## src/rtl/ors_pkg.sv

```systemverilog
`default_nettype none
// ----------------------------------------------------------------------------
// ors_pkg
// Shared types, codes and helpers of the 1-Wire ROM search engine.
// ----------------------------------------------------------------------------
package ors_pkg;

  localparam int ROM_W        = 64;
  localparam int POS_W        = 7;
  localparam int FAM_W        = 4;
  localparam int SDISC_W      = 12;
  localparam int END_POS      = 65;
  localparam int FAMILY_LIMIT = 9;
  localparam int TARGET_POS   = 64;
  localparam int FIFO_DEPTH   = 4;
  localparam int FIFO_AW      = $clog2(FIFO_DEPTH);
  localparam int FIFO_CW      = $clog2(FIFO_DEPTH + 1);

  typedef enum logic [2:0] {
    K_FIRST  = 3'd0,
    K_NEXT   = 3'd1,
    K_VERIFY = 3'd2,
    K_TARGET = 3'd3,
    K_SKIP   = 3'd4,
    K_PRES   = 3'd5,
    K_PAIR   = 3'd6
  } kind_t;

  typedef enum logic [1:0] {
    ACT_RESET = 2'd0,
    ACT_CMD   = 2'd1,
    ACT_WRITE = 2'd2,
    ACT_DONE  = 2'd3
  } action_t;

  typedef enum logic [1:0] {
    PH_IDLE     = 2'd0,
    PH_PRESENCE = 2'd1,
    PH_PAIR     = 2'd2
  } phase_t;

  typedef struct packed {
    action_t            action;
    logic               direction_bit;
    logic               found;
    logic [ROM_W-1:0]   rom_number;
    logic               last;
  } res_t;

  // Dallas/Maxim CRC8, reflected polynomial 0x8C, one byte
  function automatic logic [7:0] crc8_byte(input logic [7:0] crc, input logic [7:0] data);
    logic [7:0] c;
    c = crc ^ data;
    for (int i = 0; i < 8; i++) begin
      if (c[0]) begin
        c = (c >> 1) ^ 8'h8C;
      end else begin
        c = c >> 1;
      end
    end
    return c;
  endfunction

endpackage
`default_nettype wire

```

## src/rtl/ors_out_fifo.sv

```systemverilog
`default_nettype none
// ----------------------------------------------------------------------------
// ors_out_fifo
// Small result queue: takes up to two results per cycle, gives one per beat.
// ----------------------------------------------------------------------------
module ors_out_fifo (
  input  wire logic                     clk,
  input  wire logic                     rst_n,
  input  wire logic [1:0]               push_n,
  input  wire ors_pkg::res_t            push_a,
  input  wire ors_pkg::res_t            push_b,
  output logic [ors_pkg::FIFO_CW-1:0]   count,
  output logic                          out_valid,
  input  wire logic                     out_ready,
  output ors_pkg::res_t                 out_data
);
  import ors_pkg::*;

  res_t                mem [FIFO_DEPTH];
  logic [FIFO_AW-1:0]  wr_r, wr_nxt;
  logic [FIFO_AW-1:0]  rd_r, rd_nxt;
  logic [FIFO_CW-1:0]  cnt_r, cnt_nxt;
  logic                pop;
  logic [FIFO_AW-1:0]  wr_b;

  assign pop       = (cnt_r != '0) && out_ready;
  assign wr_b      = wr_r + FIFO_AW'(1);
  assign wr_nxt    = wr_r + FIFO_AW'(push_n);
  assign rd_nxt    = rd_r + FIFO_AW'(pop);
  assign cnt_nxt   = cnt_r + FIFO_CW'(push_n) - FIFO_CW'(pop);
  assign count     = cnt_r;
  assign out_valid = (cnt_r != '0);
  assign out_data  = mem[rd_r];

  always_ff @(posedge clk) begin
    if (!rst_n) begin
      wr_r  <= '0;
      rd_r  <= '0;
      cnt_r <= '0;
    end else begin
      wr_r  <= wr_nxt;
      rd_r  <= rd_nxt;
      cnt_r <= cnt_nxt;
    end
  end

  always_ff @(posedge clk) begin
    if (push_n != 2'd0) begin
      mem[wr_r] <= push_a;
    end
    if (push_n == 2'd2) begin
      mem[wr_b] <= push_b;
    end
  end

endmodule
`default_nettype wire

```

## src/rtl/onewire_rom_search.sv

```systemverilog
`default_nettype none
// ----------------------------------------------------------------------------
// onewire_rom_search
// 1-Wire ROM search engine: turns bus events into the next bus action.
// ----------------------------------------------------------------------------
// Latency: a result passes the input register and then the result queue before it is on out_*.
// Throughput: one input beat per cycle while the result queue has room; the queue
//   drains one beat per cycle, and the final bit pair pushes two results at once.
// in_tready drops only when the four-entry result queue is near full.
// Reset (rst_n low, synchronous) clears the search state and empties the queue.
module onewire_rom_search (
  input  wire logic        clk,
  input  wire logic        rst_n,
  input  wire logic        in_tvalid,
  output logic             in_tready,
  input  wire logic [15:0] in_tdata,   // family[7:0], presence, id_bit, complement_bit
  input  wire logic [2:0]  in_tuser,   // kind
  output logic             out_tvalid,
  input  wire logic        out_tready,
  output logic [71:0]      out_tdata,  // direction_bit, found, rom_number[63:0]
  output logic [1:0]       out_tuser,  // action
  output logic             out_tlast   // last
);
  import ors_pkg::*;

  // input stage
  logic             in_vld_r;
  kind_t            kind_r;
  logic [7:0]       fam_r;
  logic             pres_r, idb_r, cmb_r;
  logic             fire;

  // search state
  logic [ROM_W-1:0]   rom_r, rom_nxt;
  logic [POS_W-1:0]   ld_r, ld_nxt;
  logic [FAM_W-1:0]   lfd_r, lfd_nxt;
  logic               ldf_r, ldf_nxt;
  logic [POS_W-1:0]   bp_r, bp_nxt;
  logic [POS_W-1:0]   lzp_r, lzp_nxt;
  logic [7:0]         crc_r, crc_nxt;
  phase_t             phase_r, phase_nxt;
  logic               ver_r, ver_nxt;
  logic [ROM_W-1:0]   srom_r, srom_nxt;
  logic [SDISC_W-1:0] sdisc_r, sdisc_nxt;

  logic [1:0]         push_n;
  res_t               res_a, res_b;
  logic [FIFO_CW-1:0] q_count;
  res_t               q_out;

  assign fire      = in_vld_r && (q_count <= FIFO_CW'(FIFO_DEPTH - 2));
  assign in_tready = !in_vld_r || fire;

  always_ff @(posedge clk) begin
    if (!rst_n) begin
      in_vld_r <= 1'b0;
    end else if (in_tready) begin
      in_vld_r <= in_tvalid;
    end
  end

  always_ff @(posedge clk) begin
    if (in_tready && in_tvalid) begin
      kind_r <= kind_t'(in_tuser);
      fam_r  <= in_tdata[7:0];
      pres_r <= in_tdata[8];
      idb_r  <= in_tdata[9];
      cmb_r  <= in_tdata[10];
    end
  end

  always_comb begin
    logic             start, do_fin, fin_ok, two, dir, bit_cur, found;
    logic [5:0]       idx;
    logic [7:0]       rbyte;
    logic [ROM_W-1:0] rom_mid;

    rom_nxt   = rom_r;
    ld_nxt    = ld_r;
    lfd_nxt   = lfd_r;
    ldf_nxt   = ldf_r;
    bp_nxt    = bp_r;
    lzp_nxt   = lzp_r;
    crc_nxt   = crc_r;
    phase_nxt = phase_r;
    ver_nxt   = ver_r;
    srom_nxt  = srom_r;
    sdisc_nxt = sdisc_r;
    push_n    = 2'd0;
    start     = 1'b0;
    do_fin    = 1'b0;
    fin_ok    = 1'b0;
    two       = 1'b0;
    dir       = 1'b0;
    found     = 1'b0;
    idx       = bp_r[5:0] - 6'd1;
    bit_cur   = rom_r[idx];
    rbyte     = '0;
    res_a     = '{action: ACT_RESET, direction_bit: 1'b0, found: 1'b0,
                  rom_number: rom_r, last: 1'b1};
    res_b     = res_a;

    if (fire && !((kind_r inside {K_FIRST, K_NEXT, K_VERIFY, K_TARGET, K_SKIP})
                  && phase_r != PH_IDLE)) begin
      case (kind_r)
        K_FIRST: begin
          ld_nxt  = '0;
          lfd_nxt = '0;
          ldf_nxt = 1'b0;
          start   = 1'b1;
        end
        K_NEXT: begin
          start = 1'b1;
        end
        K_VERIFY: begin
          srom_nxt  = rom_r;
          sdisc_nxt = {ldf_r, lfd_r, ld_r};
          ld_nxt    = POS_W'(TARGET_POS);
          ldf_nxt   = 1'b0;
          ver_nxt   = 1'b1;
          start     = 1'b1;
        end
        K_TARGET: begin
          rom_nxt = {{(ROM_W-8){1'b0}}, fam_r};
          ld_nxt  = POS_W'(TARGET_POS);
          lfd_nxt = '0;
          ldf_nxt = 1'b0;
        end
        K_SKIP: begin
          ld_nxt  = {{(POS_W-FAM_W){1'b0}}, lfd_r};
          lfd_nxt = '0;
          if (lfd_r == '0) begin
            ldf_nxt = 1'b1;
          end
        end
        K_PRES: begin
          if (phase_r == PH_PRESENCE) begin
            push_n = 2'd1;
            if (!pres_r) begin
              ld_nxt  = '0;
              lfd_nxt = '0;
              ldf_nxt = 1'b0;
              do_fin  = 1'b1;
            end else begin
              phase_nxt    = PH_PAIR;
              res_a.action = ACT_CMD;
            end
          end
        end
        K_PAIR: begin
          if (phase_r == PH_PAIR) begin
            push_n = 2'd1;
            if (idb_r && cmb_r) begin
              do_fin = 1'b1;
            end else begin
              if (idb_r != cmb_r) begin
                dir = idb_r;
              end else begin
                dir = (bp_r < ld_r) ? bit_cur : (bp_r == ld_r);
                if (!dir) begin
                  lzp_nxt = bp_r;
                  if (bp_r < POS_W'(FAMILY_LIMIT)) begin
                    lfd_nxt = bp_r[FAM_W-1:0];
                  end
                end
              end
              rom_nxt[idx] = dir;
              // a byte completes every eighth bit: fold it into the CRC
              if (idx[2:0] == 3'd7) begin
                rbyte   = rom_nxt[{idx[5:3], 3'b000} +: 8];
                crc_nxt = crc8_byte(crc_r, rbyte);
              end
              bp_nxt              = bp_r + POS_W'(1);
              res_a.action        = ACT_WRITE;
              res_a.direction_bit = dir;
              if (bp_nxt >= POS_W'(END_POS)) begin
                push_n     = 2'd2;
                two        = 1'b1;
                do_fin     = 1'b1;
                fin_ok     = (crc_nxt == 8'd0);
                res_a.last = 1'b0;
              end
            end
          end
        end
        default: begin
        end
      endcase
    end

    if (start) begin
      bp_nxt  = POS_W'(1);
      lzp_nxt = '0;
      crc_nxt = '0;
      push_n  = 2'd1;
      if (ldf_nxt) begin
        do_fin = 1'b1;
      end else begin
        phase_nxt = PH_PRESENCE;
      end
    end

    rom_mid = rom_nxt;

    if (do_fin) begin
      if (fin_ok) begin
        ld_nxt = lzp_nxt;
        if (lzp_nxt == '0) begin
          ldf_nxt = 1'b1;
        end
      end
      if (!fin_ok || rom_nxt[7:0] == 8'd0) begin
        ld_nxt  = '0;
        lfd_nxt = '0;
        ldf_nxt = 1'b0;
        fin_ok  = 1'b0;
      end
      found = fin_ok;
      // verify: compare, then put the saved search state back
      if (ver_nxt) begin
        found   = fin_ok && (rom_nxt == srom_nxt);
        rom_nxt = srom_nxt;
        ld_nxt  = sdisc_nxt[POS_W-1:0];
        lfd_nxt = sdisc_nxt[POS_W +: FAM_W];
        ldf_nxt = sdisc_nxt[SDISC_W-1];
        ver_nxt = 1'b0;
      end
      phase_nxt = PH_IDLE;
    end

    res_a.rom_number = two ? rom_mid : rom_nxt;
    res_b = '{action: ACT_DONE, direction_bit: 1'b0, found: found,
              rom_number: rom_nxt, last: 1'b1};
    if (do_fin && !two) begin
      res_a = res_b;
    end
  end

  always_ff @(posedge clk) begin
    if (!rst_n) begin
      rom_r   <= '0;
      ld_r    <= '0;
      lfd_r   <= '0;
      ldf_r   <= 1'b0;
      bp_r    <= POS_W'(1);
      lzp_r   <= '0;
      crc_r   <= '0;
      phase_r <= PH_IDLE;
      ver_r   <= 1'b0;
      srom_r  <= '0;
      sdisc_r <= '0;
    end else begin
      rom_r   <= rom_nxt;
      ld_r    <= ld_nxt;
      lfd_r   <= lfd_nxt;
      ldf_r   <= ldf_nxt;
      bp_r    <= bp_nxt;
      lzp_r   <= lzp_nxt;
      crc_r   <= crc_nxt;
      phase_r <= phase_nxt;
      ver_r   <= ver_nxt;
      srom_r  <= srom_nxt;
      sdisc_r <= sdisc_nxt;
    end
  end

  ors_out_fifo u_fifo (
    .clk       (clk),
    .rst_n     (rst_n),
    .push_n    (push_n),
    .push_a    (res_a),
    .push_b    (res_b),
    .count     (q_count),
    .out_valid (out_tvalid),
    .out_ready (out_tready),
    .out_data  (q_out)
  );

  assign out_tdata = {6'd0, q_out.rom_number, q_out.found, q_out.direction_bit};
  assign out_tuser = q_out.action;
  assign out_tlast = q_out.last;

  a_verify_busy: assert property (@(posedge clk) disable iff (!rst_n)
    ver_r |-> phase_r != PH_IDLE)
    else $error("verify flag set while idle");

  a_pair_pos: assert property (@(posedge clk) disable iff (!rst_n)
    phase_r == PH_PAIR |-> (bp_r >= POS_W'(1) && bp_r <= POS_W'(TARGET_POS)))
    else $error("bit position out of range during pair phase");

  a_not_last_is_write: assert property (@(posedge clk) disable iff (!rst_n)
    (out_tvalid && !out_tlast) |-> out_tuser == ACT_WRITE)
    else $error("non-final result beat is not a write");

  a_queue_bound: assert property (@(posedge clk) disable iff (!rst_n)
    q_count <= FIFO_CW'(FIFO_DEPTH))
    else $error("result queue overflow");

endmodule
`default_nettype wire
```

## config.mk

```make
export PLATFORM = sky130hd
export DESIGN_NAME = onewire_rom_search
export DESIGN_NICKNAME = d
export VERILOG_FILES = /design/src/rtl/ors_pkg.sv /design/src/rtl/ors_out_fifo.sv /design/src/rtl/onewire_rom_search.sv
export SDC_FILE = /design/constraint.sdc
export NUM_CORES = 1
export LEC_CHECK = 0
export BUFFER_PORTS_ARGS = -buffer_cell sky130_fd_sc_hd__buf_2
export CAP_MARGIN = 15
export CORE_MARGIN = 10
export CORE_UTILIZATION = 35
export DETAILED_ROUTE_END_ITERATION = 10
export PLACE_DENSITY_LB_ADDON = 0.05
export SLEW_MARGIN = 0
export SYNTH_ARGS = -nofsm -noshare
export SYNTH_HDL_FRONTEND = slang
export SYNTH_SLANG_ARGS = --single-unit
```

## constraint.sdc

```tcl
create_clock -name clk -period 6.8 [get_ports clk]
set_input_delay 0 -clock clk [delete_from_list [all_inputs] [get_ports clk]]
set_output_delay 0 -clock clk [all_outputs]
set_load 0.02 [all_outputs]
```

==> impl_metrics.tcl <==
set metrics [dict create \
    synth_xor_xnor_area_share 0.0314 \
    drtAntennaViolNets 0 \
    grt_antenna_before_repair 4 \
    area_delta_synth_final_pct 15.1 \
    power.share.switching 0.275 \
    status "finished, final reports clean" \
    power_leakage_nw 9.57 \
    fmax_mhz 164 \
    max_slew.worst_pin.slew_ns 1.32 \
    max-vdd-ir-drop_mv 0.196 \
    worst_setup_path_end_kind "register" \
    synth_flop_cell "sky130_fd_sc_hd__edfxtp_1" \
    layout-drive-gt1-share 0.165 \
    synth_mux_area_frac 0.106 \
    wire_per_inst_microns 31.8 \
    drc_errors 0 \
    fillCellCount 7202 \
    crit_path_max_fanout 13 \
    latest_clock_arrival_within_the_worst_skew_pair_ns 0.63 \
    globalRouteMet2Util 0.424 \
    synth-warning-count 0 \
    finalCoreUtilization 0.406 \
    grt_use_total 0.266 \
    tritoncts.num_buffers 54 \
    synth_top_family_by_area "compound AO/OA/AOI/OAI gates" \
    timing.final.crit_period_ns 6.11 \
    fin_skew_ns 0.0295 \
    setup_viol 0 \
    number_of_enable_type_register_cells_in_the_synthesized_netlist 274 \
    grt_most_used_layer "met2" \
    num-nets-final 2715 \
    cts_tree "done" \
    data_required_time_of_the_worst_path_ns 7.23 \
    postSynthCellCount 2582 \
    synth-simple-area-share 0.139 \
    synthTopCellsByArea "sky130_fd_sc_hd__edfxtp_1, sky130_fd_sc_hd__dfxtp_1, sky130_fd_sc_hd__mux4_2" \
    route.vias.total 22800 \
    initial_utilization 0.353 \
    io-pin-count 100 \
    final-seq-area_sq_um 12300 \
    ctsResizeCount 0 \
    drv_slew 0 \
    timing.slew.headroom 0.107 \
    complex_gate_fraction_of_the_synthesized_area 0.200 \
    maximum_clock_insertion_buffer_count 3 \
    std_cell_core_area_sq_um 73000 \
    dieWidth_microns 291 \
    gp_congestion 0.955 \
    routed_wirelength_microns 117000 \
    globalRouteMet3Util 0.0427 \
    share_of_synthesized_cell_area_in_full_adder_half_adder_and_majority_cells 0.00856 \
    starting_drc_count_in_detailed_routing 2386 \
    hold_path.class "input port to register" \
    cts_max_level 2 \
    die-area_sq_um 84800 \
    netlist_top_cells_count "sky130_fd_sc_hd__nor2_1, sky130_fd_sc_hd__edfxtp_1, sky130_fd_sc_hd__o22ai_1" \
    fp.dieH_microns 291 \
    synth.cell_area_sq_um 25700 \
    grt.overflow.total 0 \
    grt_util_met1 0.363 \
    std_cell_rows 99 \
    switching_power_mw 1.96 \
    synth_sequential_area_ratio 0.476 \
    cp_launch_type "register" \
    most_frequent_cell_after_synthesis "sky130_fd_sc_hd__nor2_1" \
    synth-async-reset-ratio 0 \
    grt_first_pass_wirelength_microns 167000 \
    register_bit_count_reported_by_yosys 475 \
    avgSynthCellArea_sq_um 9.97 \
    synth_top_area_cell "sky130_fd_sc_hd__edfxtp_1" \
    rsz0062_at_grt "false" \
    grt_start_max_net_pins 86 \
    power.density_nw_per_um2 241 \
    clock_sink_count 475 \
    worst_ep_arrival_time_ns 6.54 \
    multi_input_gate_area_in_the_final_layout_sq_um 12600 \
    finalHoldViolations 0 \
    yosysUniqueCellTypes 92 \
    path_class "register to register" \
    power.share.combinational 0.149 \
    via_count_of_the_first_global_routing_pass 22100 \
    viasPerCell 6.19 \
    internal-power_mw 5.17 \
    dpl.hpwl_microns 84100 \
    clk_pin_slew_worst_paths_ns 0.06 \
    final.period_utilization 0.899 \
    max_cap_viol 0 \
    hold_slack_ns 0.0923 \
    drtPass1Iterations 5 \
    tns_ns 0 \
    seq_power_share 0.443 \
    synth.top_cell.area_share 0.320 \
    root_buffer_selected_by_cts "sky130_fd_sc_hd__clkbuf_16" \
    p_clk_frac 0.408 \
    buffer_ports.inserted 88 \
]
==> timing repair <==
action | CTS | global route
hold buffers | 18 | 0
hold endpoints to repair | 29 | 0
buffers inserted | 0 | 0
==> per-stage QoR <==
step	area (sq um)	instances	power, mW	setup WS [ns]
finish	29600	3681	7.13	0.689
global route	29600	3680	7.40	0.472
CTS	29600	3679	7.23	0.744
detailed placement	27700	3559	4.31	0.762
global placement	27700	3558	4.30	0.807
floorplan	25800	2587	3.93	1.12
==> critical path, stage by stage, from the launching register on <==
cell and delay [ns]:
sky130_fd_sc_hd__dfxtp_1 0.33, sky130_fd_sc_hd__clkinv_1 0.10, sky130_fd_sc_hd__ha_1 0.36, sky130_fd_sc_hd__xnor2_2 0.65, sky130_fd_sc_hd__buf_4 0.33, sky130_fd_sc_hd__a211oi_1 0.07, sky130_fd_sc_hd__o221a_2 0.29, sky130_fd_sc_hd__nor4_1 0.32
sky130_fd_sc_hd__a211oi_2 0.11, sky130_fd_sc_hd__a21oi_4 0.46, sky130_fd_sc_hd__nand2b_1 0.55, sky130_fd_sc_hd__o221ai_1 0.17, sky130_fd_sc_hd__or3_1 0.36, sky130_fd_sc_hd__or4_1 0.55, sky130_fd_sc_hd__nor4_1 0.58, sky130_fd_sc_hd__a31oi_1 0.29
sky130_fd_sc_hd__nor4b_1 0.39
==> final timing paths <==
path                from           endpoint  slack, ns  cells past startpoint
max              bp_r[0]  u_fifo.mem[2][65]       0.69                     16
min          in_tdata[5]           fam_r[5]       0.09                      2
max reg2reg      bp_r[0]  u_fifo.mem[2][65]       0.69                     16
min reg2reg   sdisc_r[4]         sdisc_r[4]       0.46                      2
==> cell type report <==
cell class / instances / share of cell area
Multi-Input combinational cell: 1877 / 0.426
Antenna cell: 1 / 0.0000845
Clock inverter: 28 / 0.00929
Timing Repair Buffer: 235 / 0.0562
Inverter: 32 / 0.00414
Tap cell: 959 / 0.0405
Sequential cell: 475 / 0.414
Clock buffer: 74 / 0.0496
==> layout by cell type, fill, tap and decap left out, types with 12 or more instances in the layout <==
cell type	netlist	routed
sky130_fd_sc_hd__nor2_1	337	336
sky130_fd_sc_hd__edfxtp_1	274	274
sky130_fd_sc_hd__o22ai_1	262	262
sky130_fd_sc_hd__nand2_1	233	226
sky130_fd_sc_hd__dfxtp_1	201	199
sky130_fd_sc_hd__o21ai_0	149	149
sky130_fd_sc_hd__a21oi_1	150	149
sky130_fd_sc_hd__buf_4	7	123
sky130_fd_sc_hd__buf_2	24	88
sky130_fd_sc_hd__mux4_2	75	75
sky130_fd_sc_hd__mux2i_1	70	70
sky130_fd_sc_hd__clkbuf_16	0	55
sky130_fd_sc_hd__xnor2_1	47	47
sky130_fd_sc_hd__nand3_1	42	39
sky130_fd_sc_hd__nor3_1	34	33
sky130_fd_sc_hd__xor2_1	34	33
sky130_fd_sc_hd__mux2_2	31	31
sky130_fd_sc_hd__inv_1	30	29
sky130_fd_sc_hd__o31ai_1	29	29
sky130_fd_sc_hd__and2_1	25	25
sky130_fd_sc_hd__nor4_1	19	18
sky130_fd_sc_hd__dlygate4sd3_1	0	18
sky130_fd_sc_hd__nand2b_1	17	17
sky130_fd_sc_hd__a31oi_1	17	17
sky130_fd_sc_hd__clkbuf_1	139	17
sky130_fd_sc_hd__nand4_1	16	16
sky130_fd_sc_hd__ha_1	16	16
sky130_fd_sc_hd__and3_1	15	15
sky130_fd_sc_hd__nor2b_1	15	15
sky130_fd_sc_hd__clkinv_1	2	14
sky130_fd_sc_hd__a211oi_1	14	14
sky130_fd_sc_hd__o31a_1	12	12
sky130_fd_sc_hd__a22o_1	12	12
==> power by group through the flow <==
| stage | clock [mW] | sequential, mW | combinational (mW) |
|---|---|---|---|
| after floorplan | 0 | 3.15 | 0.776 |
| after global placement | 0 | 3.22 | 1.08 |
| after detailed placement | 0 | 3.22 | 1.08 |
| after CTS | 2.97 | 3.16 | 1.10 |
| after global routing | 3.09 | 3.17 | 1.15 |
| final | 2.91 | 3.16 | 1.07 |
==> registers in the layout, indices dropped and copies added, names as in the netlist, 2 cells and up <==
| register | count |
|---|---|
| lfd_r | 4 |
| lzp_r | 7 |
| fam_r | 8 |
| sdisc_r | 12 |
| u_fifo.count | 3 |
| u_fifo.rd_r | 2 |
| u_fifo.mem | 276 |
| bp_r | 7 |
| phase_r | 2 |
| u_fifo.wr_r | 2 |
| crc_r | 8 |
| rom_r | 64 |
| srom_r | 64 |
| kind_r | 3 |
| ld_r | 7 |
==> cells by family after synthesis <==
kind of cell,count (synthesis)
buffers and inverters,235
muxes,176
and+or+nand+nor,799
AOI/OAI and AO/OA,793
xor gates and xnor gates,86
adders and majority gates,17
DFF,475
other,1
==> routing by layer <==
layer,wire length [microns],vias to the layer above,part of all wire
met3,8010,170,0.068
li1,-,10000,-
met1,51000,11600,0.44
met5,12,-,0.00010
met4,3660,2,0.031
met2,54300,983,0.46
Power figures use the tool's default switching activity.
